--- src/rtl/core/ebts_pkg.sv ---
// Package for the EEPROM block transfer sequencer: request codes, bus command codes,
// session states, per-command and per-request plan types.
// No dependencies.
package ebts_pkg;

  localparam int PAGE_BYTES  = 128;  // power of two
  localparam int MAX_CMDS    = 5;
  localparam int CNT_W       = $clog2(MAX_CMDS + 1);
  localparam int IDX_W       = $clog2(MAX_CMDS);
  localparam int ADDR_W      = 16;
  localparam int DEV_W       = 7;

  localparam logic [ADDR_W-1:0] PAGE_MASK    = ADDR_W'(PAGE_BYTES - 1);
  localparam logic [ADDR_W-1:0] ADDR_LAST    = '1;
  localparam logic [DEV_W-1:0]  DEV_BASE_RST = 7'd80;
  localparam logic [DEV_W-1:0]  BANK_OFFSET  = 7'd4;

  localparam logic [2:0] ACT_BEGIN_WR = 3'd0;
  localparam logic [2:0] ACT_WRITE    = 3'd1;
  localparam logic [2:0] ACT_BEGIN_RD = 3'd2;
  localparam logic [2:0] ACT_READ     = 3'd3;
  localparam logic [2:0] ACT_END      = 3'd4;

  typedef enum logic [2:0] {
    CMD_START_WR       = 3'd0,
    CMD_WRITE          = 3'd1,
    CMD_READ_ACK       = 3'd2,
    CMD_READ_NACK_STOP = 3'd3,
    CMD_STOP           = 3'd4
  } cmd_e;

  typedef enum logic [1:0] {
    SES_IDLE  = 2'd0,
    SES_WRITE = 2'd1,
    SES_READ  = 2'd2
  } session_e;

  typedef struct packed {
    cmd_e              command;
    logic [7:0]        bus_byte;
    logic              at_bank;
    logic [ADDR_W-1:0] at_address;
  } bus_cmd_t;

  typedef struct packed {
    bus_cmd_t [MAX_CMDS-1:0] cmds;
    logic [CNT_W-1:0]        count;
    logic                    bank_nxt;
    logic [ADDR_W-1:0]       address_nxt;
    session_e                session_nxt;
  } plan_t;

endpackage

--- src/rtl/core/ebts_if.sv ---
// Request and bus command channel interfaces for the EEPROM block transfer sequencer.
// Depends on ebts_pkg for field widths.
interface ebts_req_if;
  import ebts_pkg::*;
  logic              valid;
  logic              ready;
  logic [2:0]        action;
  logic              bank;
  logic [ADDR_W-1:0] start_address;
  logic [7:0]        data_byte;
  logic              final_read;

  modport source (output valid, action, bank, start_address, data_byte, final_read,
                  input ready);
  modport sink (input valid, action, bank, start_address, data_byte, final_read,
                output ready);
endinterface

interface ebts_cmd_if;
  import ebts_pkg::*;
  logic              valid;
  logic              ready;
  logic [2:0]        command;
  logic [7:0]        bus_byte;
  logic              at_bank;
  logic [ADDR_W-1:0] at_address;
  logic              run_end;

  modport source (output valid, command, bus_byte, at_bank, at_address, run_end,
                  input ready);
  modport sink (input valid, command, bus_byte, at_bank, at_address, run_end,
                output ready);
endinterface

--- src/rtl/core/ebts_plan.sv ---
// Combinational planner: expands one request into its bus commands and next position/session.
// Depends on ebts_pkg.
module ebts_plan (
  input  logic [2:0]                  action,
  input  logic                        bank,
  input  logic [ebts_pkg::ADDR_W-1:0] start_address,
  input  logic [7:0]                  data_byte,
  input  logic                        final_read,
  input  logic                        cur_bank,
  input  logic [ebts_pkg::ADDR_W-1:0] cur_address,
  input  ebts_pkg::session_e          session,
  input  logic [ebts_pkg::DEV_W-1:0]  device_base,
  output ebts_pkg::plan_t             plan
);
  import ebts_pkg::*;

  function automatic logic [7:0] dev_byte(logic [DEV_W-1:0] base, logic bk, logic rd);
    logic [DEV_W-1:0] a;
    a = base + (bk ? BANK_OFFSET : '0);
    return {a, rd};
  endfunction

  function automatic bus_cmd_t mk(cmd_e c, logic [7:0] b, logic bk, logic [ADDR_W-1:0] ad);
    bus_cmd_t r;
    r.command    = c;
    r.bus_byte   = b;
    r.at_bank    = bk;
    r.at_address = ad;
    return r;
  endfunction

  logic              adv_bank;
  logic [ADDR_W-1:0] adv_addr;
  logic              page_end;

  assign adv_addr = cur_address + ADDR_W'(1);
  assign adv_bank = (cur_address == ADDR_LAST) ? ~cur_bank : cur_bank;
  assign page_end = (cur_address & PAGE_MASK) == PAGE_MASK;

  always_comb begin
    logic [IDX_W-1:0] off;
    off              = '0;
    plan.cmds        = '0;
    plan.count       = '0;
    plan.bank_nxt    = cur_bank;
    plan.address_nxt = cur_address;
    plan.session_nxt = session;
    case (action)
      ACT_BEGIN_WR, ACT_BEGIN_RD: begin
        if (session != SES_IDLE) begin
          plan.cmds[0] = mk(CMD_STOP, 8'h00, cur_bank, cur_address);
          off          = IDX_W'(1);
        end
        plan.cmds[off]              = mk(CMD_START_WR, dev_byte(device_base, bank, 1'b0),
                                         bank, start_address);
        plan.cmds[off + IDX_W'(1)]  = mk(CMD_WRITE, start_address[15:8], bank, start_address);
        plan.cmds[off + IDX_W'(2)]  = mk(CMD_WRITE, start_address[7:0], bank, start_address);
        plan.bank_nxt    = bank;
        plan.address_nxt = start_address;
        if (action == ACT_BEGIN_RD) begin
          plan.cmds[off + IDX_W'(3)] = mk(CMD_START_WR, dev_byte(device_base, bank, 1'b1),
                                          bank, start_address);
          plan.count       = CNT_W'(off) + CNT_W'(4);
          plan.session_nxt = SES_READ;
        end else begin
          plan.count       = CNT_W'(off) + CNT_W'(3);
          plan.session_nxt = SES_WRITE;
        end
      end
      ACT_WRITE: begin
        if (session == SES_WRITE) begin
          plan.cmds[0]     = mk(CMD_WRITE, data_byte, cur_bank, cur_address);
          plan.bank_nxt    = adv_bank;
          plan.address_nxt = adv_addr;
          if (page_end) begin
            plan.cmds[1] = mk(CMD_STOP, 8'h00, cur_bank, cur_address);
            plan.cmds[2] = mk(CMD_START_WR, dev_byte(device_base, adv_bank, 1'b0),
                              adv_bank, adv_addr);
            plan.cmds[3] = mk(CMD_WRITE, adv_addr[15:8], adv_bank, adv_addr);
            plan.cmds[4] = mk(CMD_WRITE, adv_addr[7:0], adv_bank, adv_addr);
            plan.count   = CNT_W'(5);
          end else begin
            plan.count   = CNT_W'(1);
          end
        end
      end
      ACT_READ: begin
        if (session == SES_READ) begin
          plan.bank_nxt    = adv_bank;
          plan.address_nxt = adv_addr;
          if (final_read) begin
            plan.cmds[0]     = mk(CMD_READ_NACK_STOP, 8'h00, cur_bank, cur_address);
            plan.count       = CNT_W'(1);
            plan.session_nxt = SES_IDLE;
          end else if (cur_address == ADDR_LAST) begin
            plan.cmds[0] = mk(CMD_READ_NACK_STOP, 8'h00, cur_bank, cur_address);
            plan.cmds[1] = mk(CMD_START_WR, dev_byte(device_base, adv_bank, 1'b0),
                              adv_bank, adv_addr);
            plan.cmds[2] = mk(CMD_WRITE, adv_addr[15:8], adv_bank, adv_addr);
            plan.cmds[3] = mk(CMD_WRITE, adv_addr[7:0], adv_bank, adv_addr);
            plan.cmds[4] = mk(CMD_START_WR, dev_byte(device_base, adv_bank, 1'b1),
                              adv_bank, adv_addr);
            plan.count   = CNT_W'(5);
          end else begin
            plan.cmds[0] = mk(CMD_READ_ACK, 8'h00, cur_bank, cur_address);
            plan.count   = CNT_W'(1);
          end
        end
      end
      ACT_END: begin
        plan.cmds[0]     = mk(CMD_STOP, 8'h00, cur_bank, cur_address);
        plan.count       = CNT_W'(1);
        plan.session_nxt = SES_IDLE;
      end
      default: begin
      end
    endcase
  end

endmodule

--- src/rtl/core/eeprom_block_transfer_sequencer_core.sv ---
// EEPROM block transfer sequencer top level: request channel, command buffer, state registers.
// Depends on ebts_pkg, ebts_if and ebts_plan.
//
// Usage:
//   in_req  carries block requests (begin write, write byte, begin read, read byte, end).
//   out_cmd carries byte-level I2C master commands, one per transfer, run_end set on the
//           last command of each request.
//   cfg_we/cfg_wdata write the 7-bit bank 0 device address; write only while idle.
// Each request is expanded in the accept cycle into 0 to 5 commands held in a command
// buffer. The first command is valid the cycle after accept; one command leaves per
// cycle that out_cmd.ready is high, in buffer order.
// The next request is accepted in the same cycle its predecessor's last command is taken,
// and not before, as all commands share the single output port.
// Requests producing no command leave the buffer empty, so in_req.ready stays high.
// A stalled receiver holds the current command and blocks new requests once the buffer
// is not draining. Reset empties the buffer, clears bank, address and session, and sets
// the device address to 0x50.
module eeprom_block_transfer_sequencer_core (
  input  logic                       clk,
  input  logic                       rst_n,
  ebts_req_if.sink                   in_req,
  ebts_cmd_if.source                 out_cmd,
  input  logic                       cfg_we,
  input  logic [ebts_pkg::DEV_W-1:0] cfg_wdata
);
  import ebts_pkg::*;

  plan_t                   plan;
  bus_cmd_t [MAX_CMDS-1:0] cmds_r;
  logic [CNT_W-1:0]        cnt_r;
  logic [IDX_W-1:0]        idx_r;
  logic                    bank_r;
  logic [ADDR_W-1:0]       address_r;
  session_e                session_r;
  logic [DEV_W-1:0]        dev_base_r;
  logic                    take;
  logic                    last;
  logic                    accept;
  bus_cmd_t                head;

  ebts_plan u_plan (
    .action        (in_req.action),
    .bank          (in_req.bank),
    .start_address (in_req.start_address),
    .data_byte     (in_req.data_byte),
    .final_read    (in_req.final_read),
    .cur_bank      (bank_r),
    .cur_address   (address_r),
    .session       (session_r),
    .device_base   (dev_base_r),
    .plan          (plan)
  );

  assign head   = cmds_r[idx_r];
  assign take   = out_cmd.valid && out_cmd.ready;
  assign last   = CNT_W'(idx_r) == (cnt_r - CNT_W'(1));
  assign in_req.ready = (cnt_r == '0) || (take && last);
  assign accept = in_req.valid && in_req.ready;

  assign out_cmd.valid      = cnt_r != '0;
  assign out_cmd.command    = head.command;
  assign out_cmd.bus_byte   = head.bus_byte;
  assign out_cmd.at_bank    = head.at_bank;
  assign out_cmd.at_address = head.at_address;
  assign out_cmd.run_end    = last;

  always_ff @(posedge clk) begin
    if (!rst_n) begin
      cnt_r      <= '0;
      idx_r      <= '0;
      bank_r     <= 1'b0;
      address_r  <= '0;
      session_r  <= SES_IDLE;
      dev_base_r <= DEV_BASE_RST;
    end else begin
      if (cfg_we) begin
        dev_base_r <= cfg_wdata;
      end
      if (accept) begin
        cnt_r     <= plan.count;
        idx_r     <= '0;
        bank_r    <= plan.bank_nxt;
        address_r <= plan.address_nxt;
        session_r <= plan.session_nxt;
      end else if (take) begin
        if (last) begin
          cnt_r <= '0;
          idx_r <= '0;
        end else begin
          idx_r <= idx_r + IDX_W'(1);
        end
      end
    end
  end

  always_ff @(posedge clk) begin
    if (accept) begin
      cmds_r <= plan.cmds;
    end
  end

endmodule
--- src/flat_wrapper.sv ---
// flat-port wrapper written by rule: the top's interface ports become plain ports
module eeprom_block_transfer_sequencer_core_flat import ebts_pkg::*;
  (clk, rst_n, cfg_we, cfg_wdata, in_req_valid, in_req_action, in_req_bank, in_req_start_address, in_req_data_byte, in_req_final_read, in_req_ready, out_cmd_valid, out_cmd_command, out_cmd_bus_byte, out_cmd_at_bank, out_cmd_at_address, out_cmd_run_end, out_cmd_ready);
  ebts_req_if in_req_i ();
  ebts_cmd_if out_cmd_i ();
  input  logic clk;
  input  logic rst_n;
  input  logic cfg_we;
  input  logic [ebts_pkg::DEV_W-1:0] cfg_wdata;
  input wire logic [$bits(in_req_i.valid)-1:0] in_req_valid;
  input wire logic [$bits(in_req_i.action)-1:0] in_req_action;
  input wire logic [$bits(in_req_i.bank)-1:0] in_req_bank;
  input wire logic [$bits(in_req_i.start_address)-1:0] in_req_start_address;
  input wire logic [$bits(in_req_i.data_byte)-1:0] in_req_data_byte;
  input wire logic [$bits(in_req_i.final_read)-1:0] in_req_final_read;
  output wire logic [$bits(in_req_i.ready)-1:0] in_req_ready;
  output wire logic [$bits(out_cmd_i.valid)-1:0] out_cmd_valid;
  output wire logic [$bits(out_cmd_i.command)-1:0] out_cmd_command;
  output wire logic [$bits(out_cmd_i.bus_byte)-1:0] out_cmd_bus_byte;
  output wire logic [$bits(out_cmd_i.at_bank)-1:0] out_cmd_at_bank;
  output wire logic [$bits(out_cmd_i.at_address)-1:0] out_cmd_at_address;
  output wire logic [$bits(out_cmd_i.run_end)-1:0] out_cmd_run_end;
  input wire logic [$bits(out_cmd_i.ready)-1:0] out_cmd_ready;
  assign in_req_i.valid = in_req_valid;
  assign in_req_i.action = in_req_action;
  assign in_req_i.bank = in_req_bank;
  assign in_req_i.start_address = in_req_start_address;
  assign in_req_i.data_byte = in_req_data_byte;
  assign in_req_i.final_read = in_req_final_read;
  assign in_req_ready = in_req_i.ready;
  assign out_cmd_valid = out_cmd_i.valid;
  assign out_cmd_command = out_cmd_i.command;
  assign out_cmd_bus_byte = out_cmd_i.bus_byte;
  assign out_cmd_at_bank = out_cmd_i.at_bank;
  assign out_cmd_at_address = out_cmd_i.at_address;
  assign out_cmd_run_end = out_cmd_i.run_end;
  assign out_cmd_i.ready = out_cmd_ready;
  eeprom_block_transfer_sequencer_core u_core (.clk(clk), .rst_n(rst_n), .in_req(in_req_i), .out_cmd(out_cmd_i), .cfg_we(cfg_we), .cfg_wdata(cfg_wdata));
endmodule
--- config.mk ---
export PLATFORM = sky130hd
export DESIGN_NAME = eeprom_block_transfer_sequencer_core_flat
export DESIGN_NICKNAME = d
export VERILOG_FILES = /design/src/rtl/core/ebts_pkg.sv /design/src/rtl/core/ebts_if.sv /design/src/rtl/core/ebts_plan.sv /design/src/rtl/core/eeprom_block_transfer_sequencer_core.sv /design/src/flat_wrapper.sv
export SDC_FILE = /design/constraint.sdc
export NUM_CORES = 1
export LEC_CHECK = 0
export BUFFER_PORTS_ARGS = -buffer_cell sky130_fd_sc_hd__buf_2
export CAP_MARGIN = 20
export CORE_MARGIN = 2
export CORE_UTILIZATION = 30
export CTS_BUF_LIST = sky130_fd_sc_hd__clkbuf_4 sky130_fd_sc_hd__clkbuf_8 sky130_fd_sc_hd__clkbuf_16
export DETAILED_ROUTE_END_ITERATION = 8
export PLACE_DENSITY_LB_ADDON = 0.1
export SKIP_CTS_REPAIR_TIMING = 1
export SLEW_MARGIN = 15
export SYNTH_ARGS = -nofsm -noshare
export SYNTH_HDL_FRONTEND = slang
export SYNTH_SLANG_ARGS = --single-unit
--- constraint.sdc ---
create_clock -name clk -period 11.5 [get_ports clk]
set_input_delay 2.3 -clock clk [delete_from_list [all_inputs] [get_ports clk]]
set_output_delay 2.3 -clock clk [all_outputs]
set_load 0.1 [all_outputs]
# [Word level (Yosys, flattened, before mapping)]
# Cells that the tools add are included.
[classes] n_addsub=9 order_cmp=9 eq_ne=12 muxes=41 n_bitwise=2 reduce_logical=21
[op_table] operator="140-bit bitwise mux" n=4
[op_table] operator="28-bit demux with 3-bit select" n=4
[op_table] operator="112-bit case mux with 3 select lines" n=1
[op_table] operator="109-bit 2-to-1 mux" n=2
[op_table] operator="28-bit 2-to-1 mux" n=7
[op_table] operator="162-bit 2-to-1 mux" n=1
[op_table] operator="158-bit 2-to-1 mux" n=1
[op_table] operator="140-bit 2-to-1 mux" n=1
[op_table] operator="31-bit case mux with 4 select lines" n=1
[op_table] operator="110-bit 2-to-1 mux" n=1
[op_table] operator="28-bit binary-select mux with 3-bit select" n=1
[op_table] operator="29-bit 2-to-1 mux" n=2
[op_table] operator="17-bit case mux with 3 select lines" n=1
[op_table] operator="3-bit 2-to-1 mux" n=9
[op_table] operator="3-bit by 4-bit less-than comparator with 1-bit output (second input constant)" n=5
[op_table] operator="16-bit by 1-bit adder with 16-bit output (second input constant)" n=1
[op_table] operator="16-bit == test (second input constant)" n=1
[op_table] operator="7-bit by 3-bit adder with 7-bit output" n=2
[op_table] operator="3-bit by 1-bit >= comparator with 1-bit output (second input constant)" n=4
[op_table] operator="3-bit nonzero test" n=3
[op_table] operator="4-bit AND reduction" n=2
[op_table] operator="7-bit == test (second input constant)" n=1
[op_table] operator="1-bit logical AND" n=7
[op_table] operator="3-bit by 1-bit adder with 3-bit output (second input constant)" n=2
[op_table] operator="19 further kinds" n=30
[totals] regBits=172 inputBits=41 output_inout_bits=31 word_cells=120

# [Logic depth before layout (Yosys ltp)]
[depth] ltp_word=14 ltp_mapped=13 ltp_nobuf=12

# [Modules after synthesis]
# From an unflattened synthesis, not the netlist that was laid out.
[unflattened] hier_cells=931 area_unflattened_um2=9540.4
[modules_own_cells] module="eeprom_block_transfer_sequencer_core" instances=1 cells_per_inst=419 area_per_inst_um2=6570.1 seq_area_each_um2=4844.6
[modules_own_cells] module="ebts_plan" instances=1 cells_per_inst=512 area_per_inst_um2=2970.3 seq_area_each_um2=0.0

# [Worst setup path before layout]
# Ideal clock, no wire load.
[synth_path] kind="input to register" startpoint="input in_req_valid" endpoint="register u_core.address_r[10]" setup_ns=0.123 t_arrival_ns=7.932 required_ns=11.377 slack_ns=3.445 cell_stages=6 path_buffers=1 cell_sequence="nand2_1 > o41ai_4 > nand2_1 > clkbuf_1 > a221oi_1 > nor2_1"
[synth_between] elab_chain_cells=2
[synth_lines] element="start, declared" line="flat_wrapper.sv:10" text="input wire logic [$bits(in_req_i.valid)-1:0] in_req_valid;"
[synth_lines] element="1-bit logical AND" line="eeprom_block_transfer_sequencer_core.sv:58" text="assign accept = in_req.valid && in_req.ready;"
[synth_lines] element="net u_core.accept" line="eeprom_block_transfer_sequencer_core.sv:38" text="logic accept;"
[synth_lines] element="4-bit AND reduction (no source line)"
[synth_lines] element="end signal, assigned" line="eeprom_block_transfer_sequencer_core.sv:83" text="address_r <= plan.address_nxt;"
[synth_lines] element="end, declared" line="eeprom_block_transfer_sequencer_core.sv:33" text="logic [ADDR_W-1:0] address_r;"
# The timed path passes the listed nets, and every way through them passes these cells.
# A chain may end at the register's enable or synchronous reset.

# [Final worst setup path]
[layout_path] startpoint="input in_req_action[0]" endpoint="register u_core.cmds_r[104] in the netlist's numbering (data pin)"
[layout_between] elab_chain_cells=3 elab_cells_between_ends=7 classes_between="eq/ne: 3; mux: 2; reduce/logical: 2"
[layout_lines] element="start, declared" line="flat_wrapper.sv:11" text="input wire logic [$bits(in_req_i.action)-1:0] in_req_action;"
[layout_lines] element="3-bit by 2-bit == test with 1-bit output or 3-bit zero test (tied branches)"
[layout_lines] element="140-bit 2-to-1 mux or 2-bit OR reduction (tied branches)"
[layout_lines] element="112-bit case mux with 3 select lines *" line="ebts_plan.sv:48" text="case (action)"
[layout_lines] element="end signal, assigned" line="eeprom_block_transfer_sequencer_core.sv:98" text="cmds_r <= plan.cmds;"
[layout_lines] element="end, declared" line="eeprom_block_transfer_sequencer_core.sv:29" text="bus_cmd_t [MAX_CMDS-1:0] cmds_r;"
# Mark *: on every way between the ends. The rest lies on a longest branch, timed or not.

==> implementation parameters <==
Parameter                              Value

Floorplan
  Total die area ... 0.0304 mm^2
  # IOs ... 72
  Num rows ... 62
  Chip Height ... 174 um
  Die Wd ... 174 um
  Initial core utilization ... 30.4%
  Core region area ... 0.0286 mm^2

Finish
  Sequential cell area ... 0.00461 mm^2
  Area growth from synthesis to final layout ... 14.6%
  Number of nets in the finished design ... 966
  Fraction of final layout cells sized beyond drive strength 1 ... 14.4%
  Final Util ... 34.9%
  Area used by multi-input combinational logic ... 0.00379 mm^2
  Filler-free cell count of the finished design ... 1311
  Filler cell count ... 2931

Routing
  Mean number of vias per cell ... 5.27
  First-iteration detailed-routing DRC count ... 638
  Routed vias ... 6907
  Pre-Repair DR Iteration Count ... 5
  Number of remaining DRC errors ... 0
  Routed wire per std cell ... 22.2 um
  Detail Route Antenna Nets ... 0
  Total length of routed wires ... 29100 um

Timing
  Max transition margin ... 29.9%
  Setup-violating endpoint count in the final report ... 0
  Setup repair after global routing missed its margin ... false
  Achievable Freq ... 0.190 GHz
  Shortest clock period the worst path allows after layout ... 5.25 ns
  Final hold viol count ... 0
  Worst clock skew ... 0.00823 ns
  Final number of max-transition violations ... 0
  Worst-margin pin slew ... 1.05 ns
  Tcrit/Tclk final ... 45.7%
  Setup TNS Final ... 0 ns

Yosys
  Count of flip-flops with a built-in enable after synthesis ... 132
  Yosys cell types ... 62
  Synth cell count leaders ... nand2_1, edfxtp_1, a21oi_1
  Total of flip-flops plus latches after synthesis ... 164
  Combined area of all synthesized cells ... 0.00871 mm^2
  Proportion of netlist area held by the largest area contributor ... 45.5%
  Most common cell in the synthesized netlist ... nand2_1
  Area contributors post-synth ... edfxtp_1, dfxtp_1, mux2i_1
  Async set or reset register ratio after synthesis ... 0%
  Yosys warning count ... 0
  Post-synthesis net count ... 927
  Post-Syn Instances ... 875
  Proportion of synthesized chip area in sequential cells ... 52.9%
  Biggest area consumer among synthesized cells ... edfxtp_1
  Ys flop type ... edfxtp_1
  Mean Syn Cell Area ... 9.95 um^2

Placement
  Number of input and output port buffers inserted ... 71
  Dpl hpwl ... 19900 um
  Routability congestion estimate from global placement ... 0.848
  Placed insts ... 1279

Global route
  Initial antenna violation count ... 1
  Number of global-route vias before repair ... 6750
  GRT Util Overall ... 19.3%
  Global-route wire length before repair ... 43600 um
  Grt total ovfl ... 0
  Maximum number of pins on one net before global-route repair ... 139

Clocking
  Num CTS Buffers ... 17
  Clock Root Buffer ... clkbuf_16
  Level count of the clock H-tree ... 4
  Clock tree from TritonCTS ... done
  Clock latency of the later-clocked register in the worst-skew pair ... 0.43 ns
  Clock Sinks ... 164
  Bufs on Longest Clock Path ... 2
  Worst-path clk slew ... 0.06 ns

Power
  Leakage ... 3.81 nW
  Worst IR drop on VDD ... 0.0000646 V
  Power density over cell area ... 152 mW/mm^2

Critical path
  Largest driver fanout on the critical path ... 23
  Arrival time at the worst endpoint ... 5.52 ns
  CP peak stage delay ... 0.69 ns
  Element type at the critical path end ... flip-flop
  Critical Setup Path Class ... input port to flip-flop
  Worst setup SP type ... input port
  Cell depth of the worst flop-to-flop path ... 12
  Slowest stage cell on the critical path ... nor2_1
  Worst endpoint required time ... 11.77 ns
  Cell chain of the critical path ... buf_2 -> nand2b_1 -> or4_4 -> nor2_1 -> nand2_1 -> a31oi_1

Hold path
  Hold depth ... 1
  Worst min-delay path category ... flip-flop to flip-flop

Run status
  Outcome ... finished clean

Run
  Max capacitance violation total ... 0
==> metrics by stage <==
step                total power, mW  instance area, um^2  setup WS, ns  hold WS, ns
floorplan                     0.883                 8710          3.45        0.432
global placement              0.950                 9390          5.95        0.454
detailed placement            0.949                 9390          5.86        0.453
CTS                            1.53                 9980          6.25        0.472
global route                   1.57                 9980          6.03        0.487
finish                         1.52                 9980          6.25        0.468
==> state kept, by name (all words and copies together) (netlist names) <==
name / flops
u_core.address_r: 16
u_core.session_r: 2
u_core.cnt_r: 3
u_core.bank_r: 1
u_core.cmds_r: 132
u_core.dev_base_r: 7
u_core.idx_r: 3
==> area by class of cell <==
class	instances	area share, %
repair buffers	83	4.59
well taps	384	4.81
clock inverters	11	1.37
flip-flops and latches	164	46.2
multi-input cells	632	37.9
clock buffers	20	4.49
diodes	1	0.0251
inverters	16	0.614
==> path summary, 6_finish.rpt <==
check | to | start | slack, ns
worst max-delay path | u_core.cmds_r[104]$_SDFFCE_PN0P_ | in_req_action[0] | 6.25
worst min register to register | u_core.cnt_r[2]$_SDFFE_PN0P_ | u_core.cnt_r[2]$_SDFFE_PN0P_ | 0.47
worst max register to register | u_core.cmds_r[136]$_SDFFCE_PN0P_ | u_core.address_r[0]$_SDFFE_PN0P_ | 7.76
worst min-delay path | u_core.cnt_r[2]$_SDFFE_PN0P_ | u_core.cnt_r[2]$_SDFFE_PN0P_ | 0.47
==> cells in the final DEF (no fill, tap or decap), types with 4 or more instances in the layout <==
| master | synthesis | routed |
|---|---|---|
| xnor2_1 | 11 | 11 |
| a21boi_0 | 4 | 4 |
| a21oi_1 | 72 | 72 |
| clkbuf_16 | 0 | 17 |
| ha_1 | 11 | 11 |
| nor2b_1 | 12 | 11 |
| a221oi_1 | 8 | 8 |
| edfxtp_1 | 132 | 132 |
| o22ai_1 | 26 | 26 |
| xor2_1 | 6 | 6 |
| buf_2 | 14 | 71 |
| clkinv_2 | 1 | 4 |
| nand2b_1 | 14 | 14 |
| mux2i_1 | 61 | 61 |
| a221o_1 | 5 | 5 |
| nor3_1 | 10 | 10 |
| o211ai_1 | 6 | 6 |
| nand2_1 | 157 | 157 |
| and3_1 | 10 | 10 |
| inv_1 | 13 | 13 |
| a22o_1 | 15 | 15 |
| o31ai_1 | 5 | 5 |
| o21ai_0 | 40 | 40 |
| dfxtp_1 | 32 | 30 |
| a21oi_2 | 4 | 4 |
| nand3_1 | 29 | 29 |
| buf_4 | 1 | 11 |
| a21o_1 | 7 | 7 |
| nor3b_1 | 6 | 6 |
| clkinv_1 | 2 | 4 |
| nor2_1 | 63 | 62 |
| nand4_1 | 7 | 7 |
==> report_power, final <==
part / total, mW / switching, mW / internal, mW
clock: 0.584 / 0.238 / 0.345
sequential: 0.707 / 0.0191 / 0.687
combinational: 0.229 / 0.177 / 0.0524
total: 1.52 / 0.434 / 1.09
==> cell families (layout without fill, tap and decap cells) <==
family	Yosys count	after routing	share of synthesized area (%)
AOI/OAI and AO/OA	213	213	15.8
xor gates and xnor gates	17	17	1.71
other	0	1	0
adders and majority gates	11	11	1.58
buffers and inverters	79	130	3.75
and+or+nand+nor	330	330	17.2
DFF	164	164	52.9
muxes	61	61	7.01
==> routing by layer <==
layer	global-route usage [%]	vias to the layer above	share of wire, %
li1	-	3277	-
met1	27.8	3364	46
met2	29.4	235	46
met3	3.72	31	6.3
met4	5.50	0	1.7
met5	0	-	0
==> worst max-delay path: cells and delay by family <==
family          cells  cell delay [ns]
compound gates      1             0.28
buf+inv             1             0.33
simple gates        4             2.59
Power figures use the tool's default switching activity.
